<file path="config.mk">
export PLATFORM = sky130hd
export DESIGN_NAME = khrp_match
export DESIGN_NICKNAME = d
export VERILOG_FILES = /design/src/rtl/core/khrp_pkg.sv /design/src/rtl/core/khrp_match.sv
export SDC_FILE = /design/constraint.sdc
export NUM_CORES = 1
export LEC_CHECK = 0
export ABC_AREA = 0
export BUFFER_PORTS_ARGS = -buffer_cell sky130_fd_sc_hd__buf_2
export CORE_AREA = 2 2 126 128
export DETAILED_ROUTE_END_ITERATION = 6
export DIE_AREA = 0 0 128 130
export GPL_ROUTABILITY_DRIVEN = 0
export GPL_TIMING_DRIVEN = 0
export PLACE_DENSITY = 0.47
export SLEW_MARGIN = 20
export SYNTH_ARGS = -nofsm -noshare
export SYNTH_HDL_FRONTEND = slang
export SYNTH_SLANG_ARGS = --single-unit
</file>
<file path="constraint.sdc">
create_clock -name vclk -period 2.2
set_input_delay 0.22 -clock vclk [all_inputs]
set_output_delay 0.22 -clock vclk [all_outputs]
set_load 0.05 [all_outputs]
</file>
<file path="src/rtl/core/khrp_pkg.sv">
// Shared types and constants of the keyed handle reuse pool.
package khrp_pkg;

  localparam int unsigned SLOTS    = 64;
  localparam int unsigned ADDR_W   = (SLOTS > 1) ? $clog2(SLOTS) : 1;
  localparam int unsigned CNT_W    = $clog2(SLOTS + 1);
  localparam int unsigned KEY_W    = 64;
  localparam int unsigned HANDLE_W = 32;

  typedef enum logic [1:0] {
    MODE_TAKE     = 2'd0,
    MODE_REGISTER = 2'd1,
    MODE_RELEASE  = 2'd2
  } mode_e;

  typedef enum logic [1:0] {
    ST_CLEAR,
    ST_IDLE,
    ST_SCAN,
    ST_DONE
  } state_e;

  typedef struct packed {
    logic [HANDLE_W-1:0] handle;
    logic [KEY_W-1:0]    key;
    logic                busy;
  } slot_t;

  localparam int unsigned SLOT_W = $bits(slot_t);

  typedef struct packed {
    logic [1:0]          mode;
    logic [KEY_W-1:0]    key;
    logic [HANDLE_W-1:0] handle;
  } cmd_t;

  typedef struct packed {
    logic                hit;
    logic                found;
    logic [HANDLE_W-1:0] handle_out;
    slot_t               wr_slot;
  } match_t;

endpackage

</file>
<file path="src/rtl/core/khrp_match.sv">
// Per-slot match test and write-back value for take, register and release.
module khrp_match (
  input  khrp_pkg::cmd_t   cmd_i,
  input  khrp_pkg::slot_t  slot_i,
  output khrp_pkg::match_t match_o
);
  import khrp_pkg::*;

  always_comb begin
    match_o            = '0;
    match_o.wr_slot    = slot_i;
    case (cmd_i.mode)
      MODE_TAKE: begin
        match_o.hit          = (slot_i.handle != '0) && !slot_i.busy &&
                               (slot_i.key == cmd_i.key);
        match_o.found        = 1'b1;
        match_o.handle_out   = slot_i.handle;
        match_o.wr_slot.busy = 1'b1;
      end
      MODE_REGISTER: begin
        match_o.hit            = (slot_i.handle == '0);
        match_o.found          = 1'b1;
        match_o.wr_slot.handle = cmd_i.handle;
        match_o.wr_slot.key    = cmd_i.key;
        match_o.wr_slot.busy   = 1'b1;
      end
      MODE_RELEASE: begin
        match_o.hit = (slot_i.handle == cmd_i.handle);
        if (slot_i.key != '0) begin
          // keep in pool, mark idle
          match_o.found        = 1'b1;
          match_o.wr_slot.busy = 1'b0;
        end else begin
          // not reusable: clear slot
          match_o.found   = 1'b0;
          match_o.wr_slot = '0;
        end
      end
      default: begin
        match_o.hit = 1'b0;
      end
    endcase
  end

endmodule

</file>
==> summary.txt <==
Final HPWL DP = 15940 um
Die span in x = 128 um
Most common cell after layout, fill and taps aside = buf_2
Worst min path class = primary input to output pin
Slowest stage cell, crit path = o41ai_4
Crit path largest cell delay = 0.54 ns
Seq cells = 0
Maximum VDD drop = 0.1591 mV
FILL cells = 1712
Number of diodes = 0
Vias per Instance = 5.055
Vias in the first global route = 4236
WL final = 19280 um
Slew @ Worst Pin = 0.6129 ns
Most frequent cells in the layout = buf_2, a22o_1, buf_6
Vias = 4479
Drt drc = 0
Worst hold start = slot_i[57]
Failing checks = setup timing
CP dominant cell by count = buf_8
Max Cap Violations = 0
Setup-failing EPs final = 97
Fin nets = 895
Grt ovf = 0
Critical path origin = slot_i[57]
Die height = 130 um
Critical-path maximum fanout = 6
CP Cell Sequence = buf_8 -> nor4_4 -> nand4_1 -> o41ai_4 -> nand2_4 -> buf_8 -> buf_12 -> a22o_1 -> buf_6
Final Cell Area = 5405 sq um
Die Area = 16640 sq um
Rel. slew slack = 59.14%
Kind of critical path = primary input to output pin
Leakage power = 2.681 nW
Layout cells sized above 1 = 52.74%
Startpoint Class = primary input
Mean Syn Cell Area = 7.310 sq um
Critical path buffer and inverter count = 4
Synth Cell Area = 2646 sq um
Critical Path AT = 2.26 ns
Yosys top cell area share = 31.77%
Power Total = 2.186 mW
Synth area leader = a22o_1
GRT Total Usage = 20.83%
Final number of hold-violating endpoints = 0
Number of distinct library cells after synthesis = 28
Synth top area cells = a22o_1, xnor2_1, and2_1, nor4_1, nand4_1
Drt first pass iters = 4
Setup_tns = -22.63 ns
Io pins = 326
CP required = 1.98 ns
Row count = 46
Placed cell area = 4518 sq um
Largest net degree at the start of global routing = 11
Final Max Slew Viols = 0
Worst Setup Slack, final = -0.2750 ns
Setup crit end kind = output pin
# clk buffers = 0
P per Cell Area = 404.4 nW/um^2
Initial Utilization = 17.16%
Delay-heaviest family, CP = compound AO/OA/AOI/OAI gates
Initial antenna violation count = 1
Area growth syn-to-layout = 104.3%
Outcome = finished with violations
Sequential area share after synthesis = 0%
Per-cell routed wire length = 21.77 um
# port buffers = 326
Storage cell area = 0 sq um
First-pass GRT wire length = 26230 um
Pre-CTS WS = -0.7509 ns
Utilization after layout = 35.04%
Core area = 15420 sq um
Fmax = 404.0 MHz
Post-Syn Nets = 561
Iteration-0 DRC Markers = 238
Period utilization = 112.5%
Yosys Warn Count = 0
Mapped Cells = 362
Final min period = 2.475 ns
Unrepaired setup endpoints after global routing = true
Antenna viol nets, final = 0
Area of the multi-input gates = 2670 sq um
-- tightest hold or removal path: cells and delay by family --
kind | cells | cell delay (ns)
buffers and inverters | 2 | 0.23
AOI/OAI and AO/OA | 1 | 0.13
-- Yosys cell counts, drive strengths merged --
cell type,n
a2111oi,6
a21oi,2
a221oi,1
a22o,96
a22oi,2
and2,33
buf,8
clkbuf,16
ha,4
inv,17
nand2,1
nand2b,15
nand3,2
nand3b,2
nand4,24
nor2,2
nor2b,18
nor3,4
nor4,30
o2111ai,5
o211ai,1
o22ai,2
o41ai,1
or4,1
xnor2,60
xor2,9
-- per-layer routing --
layer  part of all wire, %  global-route usage (%)  wire length (um)
met1                    45                   29.63              8761
met5                 0.067                       0                13
met4                  0.94                  0.8403               181
met3                   6.0                   2.665              1158
met2                    48                   35.48              9170
-- path summary, 6_finish.rpt --
check / end / slack [ns] / depth (start not counted)
max: match_o[51] / -0.28 / 9
min: match_o[57] / 0.81 / 3
-- per-stage QoR --
step,hold WS [ns],cells
after global placement,0.8610,880
after floorplan,0.7248,362
final,0.8102,886
after global routing,0.8299,886
after detailed placement,0.8581,880
after CTS,0.8247,881
-- what timing repair did --
item,4_1_cts,5_1_grt
gates resized for setup,147,104
endpoints found under the setup margin,97,97
hold buffers,0,0
cloned,0,2
setup buffers,1,3
pin swaps,8,9
endpoints found under the hold margin,0,0
-- cell families (layout without fill, tap and decap cells) --
logic type	after synthesis	in the layout	synth area share, %
and+or+nand+nor	132	132	30.78
AOI/OAI and AO/OA	116	116	38.06
xor gates and xnor gates	69	69	22.84
buffers and inverters	41	373	6.430
adders and majority gates	4	4	1.891
-- power breakdown --
group / leakage, nW / total (mW) / switching [mW] / internal [mW]
Combinational: 2.68 / 2.19 / 1.39 / 0.799
Sequential: 0 / 0 / 0 / 0
Clock: 0 / 0 / 0 / 0
Total: 2.68 / 2.19 / 1.39 / 0.799
-- final cells by class --
type | count | area share, %
Timing Repair Buffer | 332 | 41.18
Buffer | 24 | 3.796
Tap cell | 192 | 4.444
Multi-Input combinational cell | 321 | 49.40
Inverter | 17 | 1.181
No activity file was read; power rests on OpenSTA's default activity.
