===== config.mk =====
export PLATFORM = sky130hd
export DESIGN_NAME = khrp_ram
export DESIGN_NICKNAME = d
export VERILOG_FILES = /design/src/rtl/core/khrp_ram.sv
export SDC_FILE = /design/constraint.sdc
export NUM_CORES = 1
export LEC_CHECK = 0
export BUFFER_PORTS_ARGS = -buffer_cell sky130_fd_sc_hd__buf_2
export CAP_MARGIN = 20
export CORE_UTILIZATION = 50
export CTS_BUF_LIST = sky130_fd_sc_hd__clkbuf_4 sky130_fd_sc_hd__clkbuf_8
export DETAILED_ROUTE_END_ITERATION = 6
export PLACE_DENSITY = 0.67
export SETUP_SLACK_MARGIN = 0.3
export SLEW_MARGIN = 0
export SYNTH_ARGS = -nofsm -noshare
export SYNTH_HDL_FRONTEND = slang
export SYNTH_SLANG_ARGS = --single-unit

===== constraint.sdc =====
create_clock -name clk_i -period 3.5 [get_ports clk_i]
set_clock_uncertainty 0.2 [all_clocks]
set_input_delay 0.525 -clock clk_i [delete_from_list [all_inputs] [get_ports clk_i]]
set_output_delay 0.525 -clock clk_i [all_outputs]
set_load 0.01 [all_outputs]

===== src/rtl/core/khrp_ram.sv =====
// Generic simple dual-port RAM with registered read.
module khrp_ram #(
  parameter int unsigned WIDTH  = 8,
  parameter int unsigned DEPTH  = 16,
  parameter int unsigned ADDR_W = (DEPTH > 1) ? $clog2(DEPTH) : 1
) (
  input  logic              clk_i,
  input  logic              we_i,
  input  logic [ADDR_W-1:0] waddr_i,
  input  logic [WIDTH-1:0]  wdata_i,
  input  logic              re_i,
  input  logic [ADDR_W-1:0] raddr_i,
  output logic [WIDTH-1:0]  rdata_o
);

  logic [WIDTH-1:0] mem_q [DEPTH];
  logic [WIDTH-1:0] rdata_q;

  always_ff @(posedge clk_i) begin
    if (we_i) begin
      mem_q[waddr_i] <= wdata_i;
    end
    if (re_i) begin
      rdata_q <= mem_q[raddr_i];
    end
  end

  assign rdata_o = rdata_q;

endmodule


==> results of run 1 <==
[metal layers]
| metal | vias up | GRT usage [%] | part of all wire [%] |
|---|---|---|---|
| met2 | 82 | 30.95 | 49 |
| met3 | 9 | 6.955 | 6.0 |
| met4 | 0 | 6.939 | 1.4 |
| met5 | - | 0 | 0 |
| li1 | 1071 | - | - |
| met1 | 1223 | 26.85 | 44 |
[where the power goes]
group | internal, uW | switching (uW)
sequential | 1830 | 9.09
clock | 849 | 573
combinational | 66.7 | 95.6
[layout make-up]
type | count | area [sq um]
Fill cell | 708 | 4003
Sequential cell | 136 | 4084
Clock inverter | 14 | 205.2
Timing Repair Buffer | 35 | 197.7
Tap cell | 133 | 166.4
Clock buffer | 18 | 241.5
Multi-Input combinational cell | 83 | 1057
[flip-flops by register name (all words and copies together) (netlist names)]
signal,count
rdata_o,8
mem_q,128
[final timing paths]
kind	to	slack, ns	start
worst max-delay path	rdata_o[7]	1.21	raddr_i[0]
worst min-delay path	mem_q[9][0]	0.27	wdata_i[0]
worst max register to register	rdata_o[2]	1.73	mem_q[1][2]
worst min register to register	rdata_o[2]	0.55	mem_q[12][2]
[layout by cell type (no fill, tap or decap), types with 3 or more instances in the layout]
| cell | n |
|---|---|
| sky130_fd_sc_hd__nor2_1 | 13 |
| sky130_fd_sc_hd__clkinv_2 | 3 |
| sky130_fd_sc_hd__edfxtp_1 | 136 |
| sky130_fd_sc_hd__nor3_1 | 4 |
| sky130_fd_sc_hd__bufinv_16 | 5 |
| sky130_fd_sc_hd__a22oi_1 | 16 |
| sky130_fd_sc_hd__buf_2 | 26 |
| sky130_fd_sc_hd__mux4_1 | 14 |
| sky130_fd_sc_hd__buf_4 | 9 |
| sky130_fd_sc_hd__clkbuf_8 | 17 |
| sky130_fd_sc_hd__nand2_1 | 9 |
| sky130_fd_sc_hd__mux4_2 | 18 |
[through the flow]
stage	area, sq um	utilization, %
global placement	5505	55.30
CTS	5952	59.79
detailed placement	5505	55.30
global route	5952	59.79
finish	5952	59.79
floorplan	5228	-
[critical path, delay by kind of cell]
| family | cells | cell delay [ns] |
|---|---|---|
| buffers and inverters | 2 | 0.78 |
| muxes | 1 | 0.50 |
| and+or+nand+nor | 1 | 0.10 |
| AOI/OAI and AO/OA | 1 | 0.33 |
[logic make-up (layout without fill, tap and decap cells)]
| logic type | count (synthesis) | after routing |
|---|---|---|
| flip-flops | 136 | 136 |
| AND/OR/NAND/NOR | 35 | 35 |
| multiplexers | 32 | 32 |
| AO/OA/AOI/OAI | 16 | 16 |
| buffers and inverters | 10 | 67 |
==> results, run 1 <==
- The area of the die is ~11,000 sq um.
- In this run the remaining antenna-violating nets after routing total 0.
- The worst path arrival time is 2.25 ns.
- The total number of H-tree levels is 4.
- In this design, the stage delay of the slowest critical-path cell is approximately 0.50 ns.
- Sorting the synthesized cells by how often they occur yields sky130_fd_sc_hd__edfxtp_1 (136), sky130_fd_sc_hd__mux4_2 (18), sky130_fd_sc_hd__a22oi_1 (16), sky130_fd_sc_hd__mux4_1 (14), sky130_fd_sc_hd__nor2_1 (13).
- By area the synthesized netlist is led by sky130_fd_sc_hd__edfxtp_1 (78%), sky130_fd_sc_hd__mux4_2 (7.8%), sky130_fd_sc_hd__mux4_1 (7.0%), sky130_fd_sc_hd__a22oi_1 (2.3%), sky130_fd_sc_hd__nor2_1 (0.93%).
- The sequential element share of the synthesized area is approximately 80%.
- The measured slew at the worst slew-check pin is 1.059 ns.
- The proportion of synthesized area in mux cells is 14.79%.
- The Yosys step of the flow raised 0 warnings.
- The number of gates resized after CTS was 0.
- Of the cells placed in the final design, the portion with a size suffix greater than 1 is 29.37%.
- Once detailed placement completed, the half-perimeter wirelength came to 6.077 mm.
- The share of synthesized registers carrying an async set or reset is 0%.
- The register bit count reported by yosys is about 140.
- The number of different library cells used by synthesis comes to 18.
- STA classifies the critical path startpoint as an input pin.
- The number of failing hold endpoints at the final stage is 0.
- The pin count of the biggest net entering global routing is 21.
- Final hold analysis gives a worst-case slack of 0.2706 ns.
- The xor-xnor portion of the synthesized cell area is 0%.
- The number of clock sinks seen by CTS is 136.
- The first global-routing pass estimated 15.04 mm of wire.
- In the synthesized netlist the dominant register cell turns out to be sky130_fd_sc_hd__edfxtp_1.
- Buffers placed on the I/O ports in this run total 26.
- The power per standard cell area is 575.6 nW/um^2.
- In the routed design, unresolved DRC markers number 0.
- The horizontal die dimension is 104.3 um.
- Timing analysis after detailed placement gives a worst setup slack of 0.7543 ns.
- The worst setup path is captured at a flip-flop.
- Among all stages on the critical path, the largest delay is contributed by sky130_fd_sc_hd__mux4_2.
- TritonCTS built the clock tree.
- The worst register-to-register path has a depth of 3.
- The via count of the first global-routing pass is ~2,600.
- The cell area after synthesis is ~5200 sq um.
- The type of the tightest min-delay check is input pin to flip-flop.
- The antenna diode count is 0.
- The cts-stage hold buffer count is 0.
- The count of vias placed by the detailed router is 2,385.
- The static leakage is 0.001976 uW.
- The count of pins over their slew limit is 0.
- By startpoint and endpoint, the worst setup path is classified as input pin to flip-flop.
- After global routing the overflow that remains totals 0.
- Synthesis produced a netlist whose cell count is 229.
- The max-capacitance violation count is 0.
- The achievable frequency is 0.4372 GHz.
- The final net count is 292.
- For the final routed database, the setup TNS stands at 0 ns.
- After Yosys synthesis, and, or, nand and nor cells account for about 3.1% of the synthesized area.
- The largest vdd supply drop is 0.0002529 V.
- Setup violations remaining at the end of the flow were counted as 0.
- The buffer type at the clock tree root is sky130_fd_sc_hd__clkbuf_8.
- The buffer count from post-CTS setup fixing is 0.
- From bottom edge to top edge, the die measures 104.3 um.
- The remaining max-slew budget at the tightest pin is 29.14%.
- The largest area contributor in the synthesized netlist is sky130_fd_sc_hd__edfxtp_1.
- Summed over its instances, the top area cell type makes up 78.12% of the synthesized netlist area.
- The number of DRC violations after detailed-routing iteration 0 is roughly 230.
- The initial antenna violation count came to 0.
- Once the floorplan was initialized, standard cells occupied 52.51% of the core.
- Of all nets on the critical path, the largest fanout is 20.
- The number of primary I/O pins is 27.
- In the routed layout, each cell is associated on average with a via count of 5.692.
- The post-synthesis area per instance is between 20 and 25 sq um.
- The number of nets handed over by synthesis was 248.
- Setup repair after global routing left no endpoint under its margin.
- Counting tap cells, the placed design contains a total of 387 instances.
- Overall power consumption after layout is estimated at 3426 uW.
- The overall routed net length is 9.686 mm.
- By area, the combinational part of the netlist is dominated by multiplexers.
- The total routing resource utilization after global routing is 20.07%.
- The core box area is ~10000 sq um.
- The most common cell in the netlist is sky130_fd_sc_hd__edfxtp_1.
- The floorplan has 36 rows.
- The clock passes through at most 2 buffers.
- Counting instances, the worst hold path has a depth of 1.
- The synthesized design contains between 100 and 150 enable-type register cells.
- At the worst endpoint, the required time is 3.46 ns.
- The time the final worst path needs with I/O delays and setup is 2.287 ns.
- The detailed-route wire length per cell is 23.12 um.
- The clock-pin slew on the worst setup and hold paths is roughly 0.080 ns.
- The clock reaches the later pin of the worst-skew pair after 0.43 ns.
- Routability-driven placement finished with a final weighted congestion of around 0.8.
- The post-synthesis to final-layout area growth is 13.86%.
- After layout, the worst path uses 65.35% of the clock period.
- The first-pass iteration count of the detailed router is 4.
- For this run, the number of standard cells in the final layout without fillers is 419.
- The arithmetic-cell share of the synthesized area counting full adders, half adders and majority gates is 0%.
- Summing the areas of all compound-gate instances in the mapped netlist gives 2.298% of the synthesized area.
- The flow ran to the end, and the final reports show no timing, DRC or antenna violations.
- Traced cell by cell, the critical path runs through buf_2 > buf_4 > mux4_2 > a22oi_1 > nand2_1.
- The minimum setup slack in the final design is 1.213 ns.
- The number of clock buffers inserted by TritonCTS is 17.
(Power assumes the default switching activity.)
==> run 2, diff against run 1 <==
--- a/config.mk
+++ b/config.mk
@@ -10,7 +10,7 @@
 export CORE_UTILIZATION = 50
 export CTS_BUF_LIST = sky130_fd_sc_hd__clkbuf_4 sky130_fd_sc_hd__clkbuf_8
 export DETAILED_ROUTE_END_ITERATION = 6
-export PLACE_DENSITY = 0.67
+export PLACE_DENSITY = 0.7
 export SETUP_SLACK_MARGIN = 0.3
 export SLEW_MARGIN = 0
 export SYNTH_ARGS = -nofsm -noshare
==> constraint.sdc (replaced) <==
create_clock -name clk_i -period 2 [get_ports clk_i]
set_clock_uncertainty 0.2 [all_clocks]
set_input_delay 0.3 -clock clk_i [delete_from_list [all_inputs] [get_ports clk_i]]
set_output_delay 0.3 -clock clk_i [all_outputs]
set_load 0.01 [all_outputs]
==> results, run 2 (synthesized netlist as in run 1, its figures left out) <==
- The time the final worst path needs with I/O delays and setup is around 1.6 ns.
- After detailed routing, the average wire length per cell comes to 23.05 um.
- Traced cell by cell, the critical path runs through mux4_2 > a22oi_1 > nand2_1.
- Setup repair after global routing left no endpoint under its margin.
- Clock-pin slew was measured on the worst setup and hold paths at 0.07 ns.
- The number of primary I/O pins is 27.
- The number of flip-flops in the largest register is roughly 130.
- The area used by sequential logic in the layout is 4084 sq um.
- The total number of H-tree levels is 4.
- Of all nets on the critical path, the largest fanout is 1.
- The combined area of the multi-input logic cells is 1023 sq um.
- Including well taps, the total number of placed cells is approximately 400.
- In this run the tightest slew margin relative to its limit is 65.28%.
- The number of clock buffers inserted by TritonCTS is 17.
- The path class of the tightest hold or removal check is input pin to flip-flop.
- The overall routed net length is 10.05 mm.
- STA classifies the critical path startpoint as a flip-flop.
- The number of DRC violations after detailed-routing iteration 0 is 230.
- Across the run, the number of max-cap violations was 0.
- The area of the die is ~11,000 sq um.
- In this run the clock root is driven by a sky130_fd_sc_hd__clkbuf_8.
- STA puts the critical path data arrival time at 1.62 ns.
- The total congestion overflow is 0.
- The worst setup path is captured at a flip-flop.
- The initial antenna violation count is 0.
- Row generation in the floorplan step produced 36 rows.
- The congestion estimate from routability-driven global placement came to 0.7752.
- Combinational logic is responsible for 5.8% of the overall power.
- For this run, the slowest stage of the critical path takes roughly 0.48 ns.
- The largest vdd supply drop is about 0.00046 V.
- For this configuration, the core starts out at a cell density of 52.51%.
- The share of total power in the clock network is 37.4%.
- In the routed design, unresolved DRC markers number 0.
- The worst-case register-to-register setup slack is 0.36 ns.
- The wire length of the first global-routing pass is 15.44 mm.
- The source-to-sink clock delay at the later pin of the worst-skew pair is 0.43 ns.
- The ratio of cells with drive above 1 in the final layout is a little under 40%.
- The kind of critical path is flip-flop to flip-flop.
- The via count of the first global-routing pass is between 2,000 and 3,000.
- The post-route antenna net violation count is 0.
- During placement, the flow inserted port buffers numbering 26.
- The number of failing hold endpoints at the final stage is 0.
- The worst-case clock buffer depth is 2.
- The sum of net half-perimeters after detailed placement is 6.613 mm.
- After detailed routing, the number of vias per cell comes to 5.908.
- At the pin with the least slew margin, the transition time is 0.5208 ns.
- In this run the power density over the cells is 939.4 nW/um^2.
- Summing internal, switching and leakage power gives 5677 uW.
- The number of antenna diodes in the final layout is 0.
- CTS saw 136 sinks.
- The final core utilization is 60.71%.
- The total routing resource utilization after global routing is between 20% and 30%.
- The die is approximately 100 um tall.
- The buffer count from post-CTS setup fixing is 0.
- The clock tree from TritonCTS is built.
- The worst hold slack across all endpoints is 0.05583 ns.
- The first-pass iteration count of the detailed router is 4.
- The count of vias placed by the detailed router is 2,576.
- The core box area is 9955 sq um.
- In this run the power spent charging and discharging nets is 1162 uW.
- The die is 104.3 um wide.
- Sequential cells burn between 50% and 60% of the power.
- The static leakage is 0.002010 uW.
- The run finished with clean final reports.
- Of the available clock period, the critical path in the final layout requires 82.13%.
- The top cell types in the final layout, fill and taps aside, are sky130_fd_sc_hd__edfxtp_1 (136), sky130_fd_sc_hd__mux4_2 (31), sky130_fd_sc_hd__buf_2 (26).
- The final cell count without fillers is 436.
- The switching share of total power is 20.46%.
- The number of endpoints failing setup at the final stage is 0.
- At the worst endpoint, the required time is 1.98 ns.
- The number of inserted filler cells in the final layout is 719.
- The pin count of the biggest net entering global routing is 18.
- The achievable frequency is 0.6088 GHz.
- The final net count is 310.
- The count of pins over their slew limit was 0.
- Compared with the post-synthesis result, the final layout area differs by 15.61%.
- The critical-path cell with the highest stage delay is sky130_fd_sc_hd__mux4_2.
- Counting flops per register, the top entry is mem_q.
- The most common library cell in the layout ignoring fill and taps is sky130_fd_sc_hd__edfxtp_1.
- The cell-internal power is around 4500 uW.
[run 2: per-stage QoR]
| step | instance area [sq um] | setup TNS, ns | setup slack (ns) |
|---|---|---|---|
| after floorplan | 5218 | 0 | 0.2339 |
| after global placement | 5659 | -0.3153 | -0.1006 |
| after detailed placement | 5659 | -0.2855 | -0.09948 |
| after CTS | 6033 | 0 | 0.3090 |
| after global routing | 6043 | 0 | 0.3128 |
| final | 6043 | 0 | 0.3574 |
[run 2: area by class of cell]
type,instances,share of cell area [%]
sequential,136,67.58
multi-input combinational,83,16.94
timing repair buffer,53,6.542
clock buffer,22,4.493
tap,133,2.754
clock inverter,9,1.698
[run 2: routing by layer]
metal	global-route usage, %	vias up	part of all wire, %
met5	0	-	0
met4	9.592	0	1.3
met3	4.887	15	5.7
met2	32.14	123	50
met1	27.26	1350	42
li1	-	1088	-
[run 2: what timing repair did]
item                                    4_1_cts  5_1_grt
endpoints found under the setup margin        0        2
hold buffers                                  0        0
gates resized for setup                       0        2
[run 2: final timing paths]
| check | from | end | cells after the start |
|---|---|---|---|
| worst max-delay path | mem_q[10][4] | rdata_o[4] | 3 |
| worst min-delay path | re_i | rdata_o[3] | 1 |
| worst max register to register | mem_q[10][4] | rdata_o[4] | 3 |
| worst min register to register | mem_q[12][3] | rdata_o[3] | 3 |
[run 2: critical path: cells and delay by family (launching register included)]
kind               cells  cell delay, ns
muxes                  1            0.48
AOI/OAI and AO/OA      1            0.27
and+or+nand+nor        1            0.08
DFF                    1            0.37
[run 2: power groups by stage]
stage                     registers, uW  clock network (uW)  logic, uW
final                              3230                2120        328
after global routing               3230                2280        353
after CTS                          3230                2160        328
after detailed placement           3290                   0        327
after global placement             3290                   0        321
after floorplan                    3290                   0        177
==> run 3, diff against run 2 <==
--- a/config.mk
+++ b/config.mk
@@ -5,6 +5,7 @@
 export SDC_FILE = /design/constraint.sdc
 export NUM_CORES = 1
 export LEC_CHECK = 0
+export ABC_AREA = 1
 export BUFFER_PORTS_ARGS = -buffer_cell sky130_fd_sc_hd__buf_2
 export CAP_MARGIN = 20
 export CORE_UTILIZATION = 50
==> constraint.sdc (replaced) <==
create_clock -name clk_i -period 1.4 [get_ports clk_i]
set_clock_uncertainty 0.2 [all_clocks]
set_input_delay 0.21 -clock clk_i [delete_from_list [all_inputs] [get_ports clk_i]]
set_output_delay 0.21 -clock clk_i [all_outputs]
set_load 0.01 [all_outputs]
==> results, run 3 <==
- Leaving out fill and tap cells, the most frequent cell in the layout is sky130_fd_sc_hd__nand2_1.
- The first global-routing pass estimated 20.33 mm of wire.
- The biggest area contributor in the post-synthesis netlist is sky130_fd_sc_hd__edfxtp_1.
- The clock passes through at most 2 buffers.
- The worst setup path is captured at an output port.
- The floorplan has 39 rows.
- The number of nets in the synthesized netlist is 570.
- From synthesis to final layout, the design area changed by 25.25%.
- Counting flops and latches in the post-synthesis netlist gives between 100 and 150.
- Measured against its own limit, the worst slew margin works out to 68.10%.
- The count of vias placed by the detailed router is 3,977.
- For this configuration, the core starts out at a cell density of 51.21%.
- The pre-antenna-repair detailed-routing pass consisted of 5 iterations.
- The most common cell in the netlist is sky130_fd_sc_hd__nand2_1.
- Together, buffers and inverters on the worst path number 1.
- The min-delay analysis places its worst path in the category input pin to flip-flop.
- Setup violations remaining at the end of the flow were counted as 2.
- The cell-internal power is 6830 uW.
- The data required time of the critical path is 0.99 ns.
- After the first detailed-routing iteration, the DRC count stood at 327.
- The final reports fail on setup timing.
- The area of the die is 12,130 sq um.
- Of the total power, the share spent switching nets is between 20% and 30%.
- The count of different cell masters after synthesis is 11.
- Data on the critical path arrives at its endpoint at just over 1 ns.
- The horizontal die dimension is 110.1 um.
- The source-to-sink clock delay at the later pin of the worst-skew pair is 0.43 ns.
- The net switching power is 1898 uW.
- The combined area of the multi-input logic cells is 1724 sq um.
- On the worst path, the slowest cell contributes a delay of approximately 0.44 ns.
- Buffers inserted during clock tree synthesis total 17.
- The H-tree generated during clock tree synthesis spans 4 levels.
- Combinational cells account for between 8 and 9% of the total power.
- The total negative slack for setup checks is -0.04683 ns.
- The antenna diode count is 0.
- Hold timing on the final database bottoms out at a slack of 0.01246 ns.
- The number of failing hold endpoints at the final stage is 0.
- The share of synthesized registers carrying an async set or reset is 0%.
- In this run the vertical extent of the chip is around 110 um.
- mem_q holds more flip-flops than any other register.
- At the pin with the least slew margin, the transition time is around 0.48 ns.
- The area used by sequential logic in the layout is about 4100 sq um.
- The final cell count without fillers is 756.
- The detailed-route wire length per cell is 17.33 um.
- The count of pins over their slew limit came to 0.
- The commonest cells after synthesis are sky130_fd_sc_hd__nand2_1 (173), sky130_fd_sc_hd__edfxtp_1 (136), sky130_fd_sc_hd__inv_1 (100), sky130_fd_sc_hd__nand3_1 (97), sky130_fd_sc_hd__nor2_1 (17).
- The area share of the largest cell type after synthesis is 69.85%.
- The layout has 850 filler cells.
- In the post-route analysis, the smallest setup slack over all paths is -0.02559 ns.
- The cell area that synthesis handed to floorplanning was 5847 sq um.
- The via count of the first global-routing pass was 3,905.
- Among all flip-flop cells after synthesis, the most frequent one is sky130_fd_sc_hd__edfxtp_1.
- Summed over all nets, the half-perimeter wirelength after detailed placement is 8.354 mm.
- The analysis attributes to cell leakage a power of 0.003078 uW.
- The critical-path maximum fanout is 1.
- The cell total after placement is 718.
- Setup repair after global routing could not meet its margin everywhere.
- The final cycle utilization of the critical path is 101.8%.
- The clock net in this run drives a total of 136 sinks.
- The post-synthesis area per instance is about 11 sq um.
- Leaving out fill and tap cells, the most frequent cells in the layout are sky130_fd_sc_hd__nand2_1 (152), sky130_fd_sc_hd__edfxtp_1 (136), sky130_fd_sc_hd__inv_1 (96).
- The clock-pin slew on the worst setup and hold paths is roughly 0.07 ns.
- The pin count of the biggest net entering global routing is 33.
- The critical-path cell with the highest stage delay is sky130_fd_sc_hd__edfxtp_1.
- The number of flip-flops in the largest register is 128.
- Summed over all layers, the routed wires come to 13.10 mm.
- Once the clock tree was built, the setup fixing pass inserted 0 buffers.
- The signal on the critical path passes through buf_6.
- The routed design could run at a clock period as short as between 1 and 1.5 ns.
- Global routing finished with a remaining overflow of 0.
- The buffer type at the clock tree root is sky130_fd_sc_hd__clkbuf_8.
- The kind of start point of the critical path is a flip-flop.
- The sequential element share of the synthesized area is 69.85%.
- The number of enable flip-flop cells after synthesis is 136.
- 27 I/O pins were placed.
- After layout, the design draws a total of 8727 uW.
- In this run, the clock network consumes 38.6% of the power.
- Power spread over the standard cell area amounts to 1192 nW/um^2.
- After floorplanning, the core was sized to cover 11,420 sq um.
- The kind of cell adding the most delay to the critical path is flip-flops.
- The tool flagged a number of max-cap violations equal to 0.
- By area the synthesized netlist is led by sky130_fd_sc_hd__edfxtp_1 (70%), sky130_fd_sc_hd__nand2_1 (11%), sky130_fd_sc_hd__nand3_1 (8.3%), sky130_fd_sc_hd__inv_1 (6.4%), sky130_fd_sc_hd__buf_6 (1.2%).
- The count of buffers inserted at the top-level ports is 26.
- The run finished, with violations left.
- The clock tree from TritonCTS is built.
- Cells fill 64.14% of the core in the end.
- Cells with a size suffix above 1 make up 30.67% of the layout.
- The share of total power dissipated in sequential elements is 52.9%.
- The initial antenna violation count is 0.
- In the global route stage, overall resource usage came out at 23.72%.
- The post-route antenna net violation count is 0.
- The final net count is 620.
- The largest vdd supply drop is 0.0005892 V.
- By startpoint and endpoint, the worst setup path is classified as flip-flop to output port.
- Yosys printed 0 warnings.
- The detailed-route DRC error count is 0.
- The weighted congestion reported at the end of routability-driven placement is about 0.81.
- After technology mapping, the gate count stands at 551.
- The vias per cell is 5.261.
- The achievable frequency is roughly 0.70 GHz.
run 3: what timing repair did:
item / CTS / global route
hold endpoints to repair: 87 / 0
gates resized for setup: 30 / 44
cloned: 0 / 0
hold buffers: 7 / 0
pin swaps: 32 / 27
endpoints found under the setup margin: 16 / 16
run 3: power groups by stage:
| stage | clock (uW) | sequential, uW | combinational [uW] |
|---|---|---|---|
| global route | 3570 | 4620 | 806 |
| CTS | 3400 | 4610 | 687 |
| detailed placement | 0 | 4700 | 633 |
| global placement | 0 | 4700 | 615 |
| finish | 3370 | 4610 | 743 |
| floorplan | 0 | 4700 | 387 |
run 3: through the flow:
step | setup WS (ns) | area (sq um)
2_1_floorplan | 0.1164 | 6107
6_report | -0.02559 | 7323
3_3_place_gp | -0.1969 | 6480
3_5_place_dp | -0.2146 | 6480
4_1_cts | -0.03402 | 7114
5_1_grt | -0.05299 | 7323
run 3: path summary, 6_finish.rpt:
kind | start | cells past startpoint | slack (ns) | endpoint
setup / recovery | rdata_o[5] | 1 | -0.03 | rdata_o[5]
hold / removal | wdata_i[6] | 1 | 0.01 | mem_q[11][6]
setup reg to reg | mem_q[4][1] | 6 | 0.11 | rdata_o[1]
hold reg to reg | mem_q[6][7] | 6 | 0.58 | rdata_o[7]
run 3: area by class of cell:
class                           instances  share of cell area (%)
Timing Repair Buffer                   55                   7.125
Sequential cell                       136                   55.77
Inverter                              102                   5.433
Clock buffer                           21                   3.605
Multi-Input combinational cell        289                   23.54
Clock inverter                         10                   2.084
Tap cell                              143                   2.443
run 3: cells by family after synthesis:
family	synth area share (%)
buffers and inverters	9.394
AND/OR/NAND/NOR	20.76
flip-flops	69.85
run 3: metal layers:
layer | routed length (um) | GRT usage [%] | part of all wire, %
met1 | 5429 | 30.27 | 41
met5 | 0 | 0 | 0
met4 | 235 | 8.553 | 1.8
met2 | 6744 | 40.54 | 51
met3 | 691 | 4.468 | 5.3
